File: config.mk
export PLATFORM = sky130hd
export DESIGN_NAME = vlsu_ctrl
export DESIGN_NICKNAME = d
export VERILOG_FILES = /design/src/hdl/vlsu_pkg.sv /design/src/hdl/vlsu_ctrl.sv
export SDC_FILE = /design/constraint.sdc
export NUM_CORES = 1
export LEC_CHECK = 0
export BUFFER_PORTS_ARGS = -buffer_cell sky130_fd_sc_hd__buf_2
export CORE_UTILIZATION = 54
export DETAILED_ROUTE_END_ITERATION = 16
export PLACE_DENSITY = 0.83
export SLEW_MARGIN = 20
export SYNTH_ARGS = -nofsm -noshare
export SYNTH_HDL_FRONTEND = slang
export SYNTH_SLANG_ARGS = --single-unit
File: constraint.sdc
create_clock -name clock -period 2.65 [get_ports clock]
set_clock_uncertainty 0.1 [all_clocks]
set_input_delay 0.3975 -clock clock [delete_from_list [all_inputs] [get_ports clock]]
set_output_delay 0.3975 -clock clock [all_outputs]
set_load 0.1 [all_outputs]
File: src/hdl/vlsu_pkg.sv
// ----------------------------------------------------------------------------
// vlsu_pkg
// Shared constants, command codes, per-step plan function and the
// controller/datapath interface structs of the vector load/store unit.
// ----------------------------------------------------------------------------
package vlsu_pkg;

   localparam int DMEM_BYTES = 4096;
   localparam int DMEM_AW    = $clog2(DMEM_BYTES);
   localparam int VREG_COUNT = 32;
   localparam int VREG_AW    = $clog2(VREG_COUNT);

   // command codes
   localparam logic [4:0] CMD_LB     = 5'd0;
   localparam logic [4:0] CMD_LH     = 5'd1;
   localparam logic [4:0] CMD_LW     = 5'd2;
   localparam logic [4:0] CMD_SB     = 5'd3;
   localparam logic [4:0] CMD_SH     = 5'd4;
   localparam logic [4:0] CMD_SW     = 5'd5;
   localparam logic [4:0] CMD_LBV    = 5'd6;
   localparam logic [4:0] CMD_LSV    = 5'd7;
   localparam logic [4:0] CMD_LLV    = 5'd8;
   localparam logic [4:0] CMD_LDV    = 5'd9;
   localparam logic [4:0] CMD_LQV    = 5'd10;
   localparam logic [4:0] CMD_LRV    = 5'd11;
   localparam logic [4:0] CMD_LPV    = 5'd12;
   localparam logic [4:0] CMD_LUV    = 5'd13;
   localparam logic [4:0] CMD_LHV    = 5'd14;
   localparam logic [4:0] CMD_LFV    = 5'd15;
   localparam logic [4:0] CMD_LTV    = 5'd16;
   localparam logic [4:0] CMD_SBV    = 5'd17;
   localparam logic [4:0] CMD_SSV    = 5'd18;
   localparam logic [4:0] CMD_SLV    = 5'd19;
   localparam logic [4:0] CMD_SDV    = 5'd20;
   localparam logic [4:0] CMD_SQV    = 5'd21;
   localparam logic [4:0] CMD_SRV    = 5'd22;
   localparam logic [4:0] CMD_SPV    = 5'd23;
   localparam logic [4:0] CMD_SUV    = 5'd24;
   localparam logic [4:0] CMD_SHV    = 5'd25;
   localparam logic [4:0] CMD_SFV    = 5'd26;
   localparam logic [4:0] CMD_STV    = 5'd27;
   localparam logic [4:0] CMD_SWV    = 5'd28;
   localparam logic [4:0] CMD_VWRITE = 5'd29;
   localparam logic [4:0] CMD_VREAD  = 5'd30;

   // byte step modes
   localparam logic [2:0] M_LD_SCALAR = 3'd0;
   localparam logic [2:0] M_LD_BYTE   = 3'd1;
   localparam logic [2:0] M_LD_HALF8  = 3'd2;
   localparam logic [2:0] M_LD_HALF7  = 3'd3;
   localparam logic [2:0] M_ST_DATA   = 3'd4;
   localparam logic [2:0] M_ST_BYTE   = 3'd5;
   localparam logic [2:0] M_ST_SHL    = 3'd6;
   localparam logic [2:0] M_ST_ZERO   = 3'd7;

   typedef struct packed {
      logic               act;
      logic               rd;
      logic               wr;
      logic [2:0]         mode;
      logic [DMEM_AW-1:0] maddr;
      logic [3:0]         bidx;
      logic               en_hi;
      logic               en_lo;
      logic [VREG_AW-1:0] row;
   } step_plan_type;

   typedef struct packed {
      logic               clr_en;
      logic [DMEM_AW-1:0] clr_addr;
      logic               accept;
      logic               row_rd;
      logic               row_cap;
      logic               step;
      logic               apply;
      logic               wb;
      logic               fin_rd;
      logic               fin_cap;
      logic [3:0]         s;
   } ctrl_cmd_type;

   typedef struct packed {
      logic act;
      logic rd;
      logic wb_need;
      logic multi_row;
   } ctrl_sts_type;

   // fourth-store halfword selects, four nibbles per element; 8 means zero
   function automatic logic [15:0] fourth_row(input logic [3:0] e);
      logic [15:0] v;
      case (e)
         4'd0:    v = 16'h0123;
         4'd1:    v = 16'h6745;
         4'd4:    v = 16'h1230;
         4'd5:    v = 16'h7456;
         4'd8:    v = 16'h4567;
         4'd11:   v = 16'h3012;
         4'd12:   v = 16'h5674;
         4'd15:   v = 16'h0123;
         default: v = 16'h8888;
      endcase
      return v;
   endfunction

   // fourth-load offsets for halfwords one to seven
   function automatic logic [3:0] fourth_plus(input logic [2:0] i);
      logic [3:0] v;
      case (i)
         3'd1:    v = 4'd4;
         3'd2:    v = 4'd8;
         3'd3:    v = 4'd12;
         3'd4:    v = 4'd8;
         3'd5:    v = 4'd12;
         3'd7:    v = 4'd4;
         default: v = 4'd0;
      endcase
      return v;
   endfunction

   // one byte step s of a command: memory address, register byte, row, mode
   function automatic step_plan_type step_plan(input logic [4:0] cmd,
                                               input logic [DMEM_AW-1:0] a,
                                               input logic [4:0] r,
                                               input logic [3:0] e,
                                               input logic [3:0] s);
      step_plan_type p;
      logic [DMEM_AW-1:0] al8;
      logic [DMEM_AW-1:0] al16;
      logic [3:0] mis4;
      logic [3:0] m16;
      logic [3:0] e2;
      logic [3:0] off;
      logic [3:0] c;
      logic [3:0] sel;
      logic [4:0] se;
      logic [4:0] sm;
      logic [4:0] e8;
      logic [4:0] bh;
      logic [4:0] bl;
      logic [15:0] frow;
      logic [2:0] i3;
      al8  = {a[DMEM_AW-1:3], 3'b000};
      al16 = {a[DMEM_AW-1:4], 4'b0000};
      mis4 = {1'b0, a[2:0]};
      m16  = a[3:0];
      e2   = {e[3:1], 1'b0};
      se   = {1'b0, e} + {1'b0, s};
      sm   = {1'b0, m16} + {1'b0, s};
      e8   = {1'b0, e} + 5'd8;
      i3   = s[2:0];
      bh   = {1'b0, i3, 1'b0};
      bl   = {1'b0, i3, 1'b1};
      off  = 4'd0;
      c    = e + s;
      frow = fourth_row(e);
      sel  = frow[4'd15 - {s[1:0], 2'b00} -: 4];
      p        = '0;
      p.row    = r[VREG_AW-1:0];
      p.en_hi  = 1'b1;
      p.en_lo  = 1'b1;
      p.maddr  = a + DMEM_AW'(s);
      p.bidx   = e + s;
      p.rd     = (cmd inside {[CMD_LB:CMD_LW], [CMD_LBV:CMD_LTV]});
      p.wr     = (cmd inside {[CMD_SB:CMD_SW], [CMD_SBV:CMD_SWV]});
      case (cmd)
         CMD_LB: begin
            p.act = (s == 4'd0);  p.mode = M_LD_SCALAR;
         end
         CMD_LH: begin
            p.act = (s < 4'd2);   p.mode = M_LD_SCALAR;
         end
         CMD_LW: begin
            p.act = (s < 4'd4);   p.mode = M_LD_SCALAR;
         end
         CMD_SB: begin
            p.act = (s == 4'd0);  p.mode = M_ST_DATA; p.bidx = 4'd0;
         end
         CMD_SH: begin
            p.act = (s < 4'd2);   p.mode = M_ST_DATA; p.bidx = 4'd1 - s;
         end
         CMD_SW: begin
            p.act = (s < 4'd4);   p.mode = M_ST_DATA; p.bidx = 4'd3 - s;
         end
         CMD_LBV: begin
            p.act = (s == 4'd0);  p.mode = M_LD_BYTE;
         end
         CMD_LSV: begin
            p.act = (s < 4'd2) && (se < 5'd16);  p.mode = M_LD_BYTE;
         end
         CMD_LLV: begin
            p.act = (s < 4'd4) && (se < 5'd16);  p.mode = M_LD_BYTE;
         end
         CMD_LDV: begin
            p.act = (s < 4'd8) && (se < 5'd16);  p.mode = M_LD_BYTE;
         end
         CMD_LQV: begin
            p.act = (sm < 5'd16) && (se < 5'd16); p.mode = M_LD_BYTE;
         end
         CMD_LRV: begin
            p.act   = (s >= e) && (s < m16);
            p.mode  = M_LD_BYTE;
            p.bidx  = s - m16;
            off     = s - e;
            p.maddr = al16 + DMEM_AW'(off);
         end
         CMD_LPV, CMD_LUV: begin
            p.act   = (s < 4'd8);
            p.mode  = (cmd == CMD_LPV) ? M_LD_HALF8 : M_LD_HALF7;
            off     = {1'b0, i3} + mis4 - e;
            p.maddr = al8 + DMEM_AW'(off);
            p.bidx  = {i3, 1'b0};
         end
         CMD_LHV: begin
            p.act   = (s < 4'd8);
            p.mode  = M_LD_HALF7;
            off     = mis4 - e + {i3, 1'b0};
            p.maddr = al8 + DMEM_AW'(off);
            p.bidx  = {i3, 1'b0};
         end
         CMD_LFV: begin
            p.act   = (s < 4'd8);
            p.mode  = M_LD_HALF7;
            off     = (i3 == 3'd0) ? (mis4 + e) : (mis4 + fourth_plus(i3) - e);
            p.maddr = al8 + DMEM_AW'(off);
            p.bidx  = {i3, 1'b0};
            p.en_hi = (bh >= {1'b0, e}) && (bh < e8);
            p.en_lo = (bl >= {1'b0, e}) && (bl < e8);
         end
         CMD_LTV: begin
            p.act   = 1'b1;
            p.mode  = M_LD_BYTE;
            p.row   = {r[VREG_AW-1:3], 3'(e[3:1] + s[3:1])};
            p.bidx  = s;
            off     = e + {a[3], 3'b000} + s;
            p.maddr = al8 + DMEM_AW'(off);
         end
         CMD_SBV: begin
            p.act = (s == 4'd0);  p.mode = M_ST_BYTE;
         end
         CMD_SSV: begin
            p.act = (s < 4'd2);   p.mode = M_ST_BYTE;
         end
         CMD_SLV: begin
            p.act = (s < 4'd4);   p.mode = M_ST_BYTE;
         end
         CMD_SDV: begin
            p.act = (s < 4'd8);   p.mode = M_ST_BYTE;
         end
         CMD_SQV: begin
            p.act = (sm < 5'd16); p.mode = M_ST_BYTE;
         end
         CMD_SRV: begin
            p.act   = (s < m16);
            p.mode  = M_ST_BYTE;
            p.maddr = al16 + DMEM_AW'(s);
            p.bidx  = e + s - m16;
         end
         CMD_SPV, CMD_SUV: begin
            p.act  = (s < 4'd8);
            p.bidx = {c[2:0], 1'b0};
            p.mode = ((!c[3]) == (cmd == CMD_SPV)) ? M_ST_BYTE : M_ST_SHL;
         end
         CMD_SHV: begin
            p.act   = (s < 4'd8);
            p.mode  = M_ST_SHL;
            off     = mis4 + {i3, 1'b0};
            p.maddr = al8 + DMEM_AW'(off);
            p.bidx  = {i3, 1'b0} + e;
         end
         CMD_SFV: begin
            p.act   = (s < 4'd4);
            p.mode  = sel[3] ? M_ST_ZERO : M_ST_SHL;
            off     = mis4 + {s[1:0], 2'b00};
            p.maddr = al8 + DMEM_AW'(off);
            p.bidx  = {sel[2:0], 1'b0};
         end
         CMD_STV: begin
            p.act   = 1'b1;
            p.mode  = M_ST_BYTE;
            p.row   = {r[VREG_AW-1:3], s[3:1]};
            p.bidx  = s - e2;
            off     = mis4 - e2 + s;
            p.maddr = al8 + DMEM_AW'(off);
         end
         CMD_SWV: begin
            p.act   = 1'b1;
            p.mode  = M_ST_BYTE;
            off     = mis4 + s;
            p.maddr = al8 + DMEM_AW'(off);
         end
         default: begin
            p.act = 1'b0;
         end
      endcase
      return p;
   endfunction

endpackage

File: src/hdl/vlsu_ctrl.sv
// ----------------------------------------------------------------------------
// vlsu_ctrl
// Sequencer of the load/store unit: clearing sweep after reset, row fetch,
// sixteen byte steps, row write-back, final row read and the result word.
// ----------------------------------------------------------------------------
module vlsu_ctrl (
   input  logic                   clock,
   input  logic                   reset,
   input  logic                   req_valid,
   output logic                   req_stall,
   output logic                   rsp_valid,
   input  logic                   rsp_stall,
   input  vlsu_pkg::ctrl_sts_type sts,
   output vlsu_pkg::ctrl_cmd_type cmd
);

   localparam logic [3:0] S_CLEAR   = 4'd0;
   localparam logic [3:0] S_IDLE    = 4'd1;
   localparam logic [3:0] S_ROW_RD  = 4'd2;
   localparam logic [3:0] S_ROW_CAP = 4'd3;
   localparam logic [3:0] S_STEP    = 4'd4;
   localparam logic [3:0] S_APPLY   = 4'd5;
   localparam logic [3:0] S_WB      = 4'd6;
   localparam logic [3:0] S_FIN_RD  = 4'd7;
   localparam logic [3:0] S_FIN_CAP = 4'd8;

   logic [3:0]                  state_ff, state_in;
   logic [3:0]                  step_ff, step_in;
   logic [vlsu_pkg::DMEM_AW-1:0] clr_ff, clr_in;
   logic                        rsp_valid_ff, rsp_valid_in;
   logic                        pass_end;
   logic [3:0]                  adv_state;

   assign req_stall = (state_ff != S_IDLE);
   assign rsp_valid = rsp_valid_ff;

   // next state and commands
   always_comb begin
      state_in     = state_ff;
      step_in      = step_ff;
      clr_in       = clr_ff;
      rsp_valid_in = rsp_valid_ff & rsp_stall;
      cmd          = '0;
      cmd.s        = step_ff;
      cmd.clr_addr = clr_ff;
      pass_end     = (sts.multi_row && step_ff[0]) || (step_ff == 4'hF);
      if (!pass_end) begin
         adv_state = S_STEP;
      end else if (sts.wb_need) begin
         adv_state = S_WB;
      end else if (step_ff == 4'hF) begin
         adv_state = S_FIN_RD;
      end else begin
         adv_state = S_ROW_RD;
      end
      case (state_ff)
         S_CLEAR: begin
            cmd.clr_en = 1'b1;
            clr_in     = clr_ff + 1'b1;
            if (clr_ff == vlsu_pkg::DMEM_AW'(vlsu_pkg::DMEM_BYTES - 1)) begin
               state_in = S_IDLE;
            end
         end
         S_IDLE: begin
            if (req_valid) begin
               cmd.accept = 1'b1;
               step_in    = 4'd0;
               state_in   = S_ROW_RD;
            end
         end
         S_ROW_RD: begin
            cmd.row_rd = 1'b1;
            state_in   = S_ROW_CAP;
         end
         S_ROW_CAP: begin
            cmd.row_cap = 1'b1;
            state_in    = S_STEP;
         end
         S_STEP: begin
            cmd.step = 1'b1;
            if (sts.act && sts.rd) begin
               state_in = S_APPLY;
            end else begin
               step_in  = step_ff + 1'b1;
               state_in = adv_state;
            end
         end
         S_APPLY: begin
            cmd.apply = 1'b1;
            step_in   = step_ff + 1'b1;
            state_in  = adv_state;
         end
         S_WB: begin
            cmd.wb   = 1'b1;
            state_in = (step_ff == 4'd0) ? S_FIN_RD : S_ROW_RD;
         end
         S_FIN_RD: begin
            cmd.fin_rd = 1'b1;
            state_in   = S_FIN_CAP;
         end
         S_FIN_CAP: begin
            // hold until the output register is free
            if (!rsp_valid_ff || !rsp_stall) begin
               cmd.fin_cap  = 1'b1;
               rsp_valid_in = 1'b1;
               state_in     = S_IDLE;
            end
         end
         default: begin
            state_in = S_CLEAR;
         end
      endcase
   end

   always_ff @(posedge clock) begin
      if (reset) begin
         state_ff     <= S_CLEAR;
         step_ff      <= 4'd0;
         clr_ff       <= '0;
         rsp_valid_ff <= 1'b0;
      end else begin
         state_ff     <= state_in;
         step_ff      <= step_in;
         clr_ff       <= clr_in;
         rsp_valid_ff <= rsp_valid_in;
      end
   end

   a_idle_step_zero: assert property (@(posedge clock) disable iff (reset)
      (state_ff == S_IDLE) |-> (step_ff == 4'd0))
      else $error("step counter not back at zero in idle");

   a_rsp_from_fin: assert property (@(posedge clock) disable iff (reset)
      $rose(rsp_valid_ff) |-> ($past(state_ff) == S_FIN_CAP))
      else $error("result word raised outside final capture");

   a_wb_needed: assert property (@(posedge clock) disable iff (reset)
      (state_ff == S_WB) |-> sts.wb_need)
      else $error("row write-back for a command that leaves rows alone");

endmodule

; ---- Yosys cells after proc, flatten, opt, wreduce, memory -nomap -nowiden
; Index checks and enable logic that the tools add are counted.
[word_totals]
reg_bits = 21
output_inout_bits = 27
word_cells = 58
[classes]
n_reduce_logical = 11
bitwise = 1
n_eq_ne = 15
muxes = 25
addsub = 2
[op_table]
columns = op, n
row1 = $pmux W4 S9, 1
row2 = $mux W4, 6
row3 = $eq A4 B3 Y1 const B, 4
row4 = $mux W1, 13
row5 = $add A12 B1 Y12 const B, 1
row6 = $eq A12 B12 Y1 const B, 1
row7 = $mux W3, 4
row8 = $pmux W4 S3, 1
row9 = $eq A4 B2 Y1 const B, 2
row10 = $eq A4 B4 Y1 const B, 2
row11 = $logic_not A4 Y1, 2
row12 = $ne A2 B2 Y1 const B, 4
row13 = $reduce_and A3 Y1, 2
row14 = $add A4 B1 Y4 const B, 1
row15 = $eq A4 B1 Y1 const B, 1
row16 = $ne A4 B1 Y1 const B, 1
row17 = $reduce_bool A3 Y1, 1
row18 = $logic_and A1 B1 Y1, 2
row19 = $logic_not A1 Y1, 2
row20 = $logic_or A1 B1 Y1, 2
row21 = $and A1 B1 Y1, 1

; ---- Logic depth before layout (Yosys ltp)
[depth]
ltp_word = 6
depth_mapped = 6

; ---- Least setup slack after synthesis
; Ideal clock, no wire load.
[synth_path]
path_type = register -> register
start = register state_ff[2]
end = register state_ff[2]
setup_slack_ns = -1.890
setup_ns = 0.066
synth_period_minus_slack_ns = 4.540
arrival_time_ns = 4.374
stages_incl_launch_ff = 6
required_time_ns = 2.484
cell_sequence = dfxtp_1 clkbuf_1 nor4b_1 a32oi_1 o31ai_1 o21ba_2
[synth_via]
elab_chain_len = 3
[synth_lines]
columns = item, line
row1 = from (decl), vlsu_ctrl.sv:27  ; logic [3:0] state_ff, state_in;
row2 = from (signal assigned), vlsu_ctrl.sv:122  ; state_ff <= state_in;
row3 = $eq A4 B4 Y1 (tied with other cells), vlsu_ctrl.sv:56  ; case (state_ff)
row4 = $ne A2 B2 Y1 (no line), -
row5 = $reduce_and A3 Y1 (no line), -
; Several ways; a longest one is shown, not always the timed one.
; A chain may end at the register's enable or synchronous reset.

==> impl_metrics.json <==
{
  "slowest_delay_ns": 0.79,
  "drive_gt1_frac": 0.324,
  "synthMuxAreaShare": 0.00874,
  "avgViaCountPerCell": 5.55,
  "synth_nets": 151,
  "fin_ws_ns": 0.107,
  "worstPathRequired_ns": 2.15,
  "cts_root_buf": "clkbuf_4",
  "outcome": "complete, no violations",
  "dp_hpwl_um": 1920,
  "hp-class": "in2reg",
  "diodes": 0,
  "dpl_cell_area_um2": 1370,
  "post_drt_wl_per_cell_um": 12.4,
  "stdcell_area_um2": 1410,
  "remaining_drc_errors": 0,
  "crit_arrival_ns": 2.05,
  "crit_family": "simple AND/OR/NAND/NOR gates",
  "synth_xor_area_frac": 0.0918,
  "synth_fa_ha_area_frac": 0.0328,
  "cts_hold_buf": 0,
  "pin_count": 35,
  "post_cts_resize_count": 0,
  "cts_sinks": 21,
  "yosysWarnings": 0,
  "start_kind": "flop",
  "end_kind": "output pin",
  "die_h_um": 48.0,
  "nets": 185,
  "crit_chain": "or4b_2, a21oi_2, clkbuf_4",
  "hold_viol": 0,
  "antenna_found_initial": 0,
  "track_usage": 0.225,
  "gp_congestion": 0.883,
  "final_util": 0.710,
  "period_minus_slack_ns": 2.54,
  "synth_seq_cells": 21,
  "cts_tree": "yes",
  "rows": 16,
  "cts_setup_buffers": 0,
  "finalSetupViolCount": 0,
  "rsz0062_at_grt": "no",
  "grt_max_degree": 17,
  "crit_type": "reg2out",
  "grt_pass1_vias": 889,
  "p_per_area_nw_per_um2": 381,
  "area_growth_pct": 22.8,
  "overflow": 0,
  "synth_cells": 140,
  "drtAntennaViolNets": 0,
  "die-area_um2": 2310,
  "clockBufferDepth": 2,
  "numPortBuffers": 34,
  "vias": 1109,
  "pre_cts_ws_ns": 0.371,
  "dr.pass1.iters": 4,
  "drt_iter0_drc": 27,
  "critPathMaxFanout": 14,
  "crit_path_top_delay_cell": "or4b_2",
  "clock.fmax_ghz": 0.393,
  "finalPower_uw": 536,
  "synth_top_family_by_area": "simple AND/OR/NAND/NOR gates",
  "syn_area_um2": 1140,
  "synth-seq-area-share": 0.367,
  "relSlewSlack": 0.678,
  "worst_slew_pin_slew_ns": 0.482,
  "synth_compound_area_frac": 0.132,
  "cts_buffers": 3,
  "vdd.ir_drop.worst_uv": 421,
  "coreArea_um2": 1980,
  "wirelength_um": 2490,
  "path_buf_inv": 1,
  "cts_htree_levels": 1,
  "start_util": 0.578,
  "clk_latency_ns": 0.31,
  "maxCapViolCount": 0,
  "p_leak_nw": 0.568,
  "grt_first_pass_wirelength_um": 3610,
  "slew_violations": 0,
  "postSynthAreaPerCell_um2": 8.18,
  "finalCritPeriodShare": 0.960,
  "multi_input_area_um2": 719,
  "fillers": 160,
  "clk_pin_slew_ns": 0.13,
  "chipWidth_um": 48.0,
  "synth_cell_types": 37,
  "synthSimpleGateAreaFrac": 0.321,
  "final-seq-area_um2": 420
}
==> worst reg2reg max path, delay by kind of cell (launching register included) <==
family	cells	cell delay (ns)
AND/OR/NAND/NOR	3	1.26
flip-flops	1	0.48
AO/OA/AOI/OAI	1	0.13
==> synthesized netlist by cell type <==
| cell | number | area (um2) |
|---|---|---|
| o31ai_1 | 1 | 7.51 |
| or4_4 | 1 | 11.3 |
| o21ba_2 | 2 | 20.0 |
| nand4_1 | 5 | 31.3 |
| or3_1 | 2 | 12.5 |
| nor4b_1 | 4 | 35.0 |
| dfxtp_1 | 21 | 420 |
| or2_4 | 1 | 8.76 |
| a21bo_2 | 1 | 10.0 |
| inv_2 | 1 | 3.75 |
| mux2i_1 | 1 | 10.0 |
| nor4bb_1 | 1 | 10.0 |
| o22ai_1 | 1 | 6.26 |
| clkbuf_1 | 5 | 18.8 |
| or4b_2 | 1 | 10.0 |
| inv_1 | 5 | 18.8 |
| a21oi_1 | 6 | 30.0 |
| ha_1 | 3 | 37.5 |
| a32oi_1 | 2 | 17.5 |
| and3_1 | 1 | 6.26 |
| nand3_1 | 6 | 30.0 |
| or2_2 | 3 | 18.8 |
| and4_1 | 1 | 8.76 |
| nor2_1 | 19 | 71.3 |
| buf_6 | 1 | 11.3 |
| and2_1 | 4 | 25.0 |
| nor2b_1 | 1 | 6.26 |
| nand2_1 | 9 | 33.8 |
| nand2b_1 | 2 | 12.5 |
| xnor2_1 | 7 | 61.3 |
| a211oi_1 | 2 | 15.0 |
| o21ai_0 | 5 | 25.0 |
| nor3_1 | 6 | 30.0 |
| o211ai_1 | 1 | 7.51 |
| nor4_1 | 1 | 6.26 |
| xor2_1 | 5 | 43.8 |
| a31oi_1 | 2 | 12.5 |
==> per-stage QoR <==
step | TNS [ns] | hold WS [ns] | std cells
after detailed placement | 0 | 0.395 | 196
after CTS | 0 | 0.285 | 200
after global routing | 0 | 0.297 | 200
after floorplan | -1.22 | 0.367 | 140
after global placement | 0 | 0.389 | 196
final | 0 | 0.286 | 200
==> worst paths after layout <==
| path | startpoint | to | slack, ns | cells after the start |
|---|---|---|---|---|
| worst max-delay path | state_ff[2]$_SDFFE_PP0P_ | cmd[4] | 0.11 | 3 |
| worst max register to register | state_ff[2]$_SDFFE_PP0P_ | clr_ff[9]$_SDFFE_PP0P_ | 0.60 | 4 |
| worst min register to register | clr_ff[1]$_SDFFE_PP0P_ | clr_ff[1]$_SDFFE_PP0P_ | 0.42 | 2 |
| worst min-delay path | rsp_stall | rsp_valid$_SDFF_PP0_ | 0.29 | 3 |
==> final cells by class <==
cell class,instances,area share
repair buffers,35,0.128
clock buffers,3,0.0160
well taps,27,0.0240
clock inverters,1,0.00534
multi-input cells,107,0.512
inverters,6,0.0160
flip-flops and latches,21,0.299
==> flip-flops by register name, indices dropped and copies added (netlist names) <==
signal and cells:
clr_ff 12, rsp_valid 1, step_ff 4, state_ff 4
==> report_power, final <==
group / switching, mW / internal, mW / leakage (nW) / total (mW)
combinational: 0.0422 / 0.0130 / 0.385 / 0.0553
sequential: 0.00474 / 0.320 / 0.170 / 0.324
clock: 0.0989 / 0.0575 / 0.0139 / 0.156
total: 0.146 / 0.390 / 0.568 / 0.536
==> layout by cell type, fill, tap and decap left out, types with 3 or more instances in the layout <==
cell type,synthesis,final
nand4_1,5,5
ha_1,3,3
nand3_1,6,6
a21oi_1,6,5
buf_2,0,33
and2_1,4,4
clkbuf_4,0,4
nand2_1,9,9
dfxtp_1,21,21
nor2_1,19,19
or2_2,3,3
o21ai_0,5,5
inv_1,5,5
nor4b_2,0,3
xor2_1,5,5
nor3_1,6,4
xnor2_1,7,7
==> logic make-up after synthesis <==
logic type / after synthesis
buf+inv: 12
fa+ha+maj: 3
compound gates: 23
xor+xnor: 12
flops: 21
mux: 1
simple gates: 68
==> routing by layer <==
layer / global-route usage / wire [um]
met5: 0 / 0
met4: 0.0722 / 11
met3: 0.0453 / 77
met2: 0.354 / 1190
met1: 0.308 / 1210
Note: power is estimated with default switching activity, not from simulation.
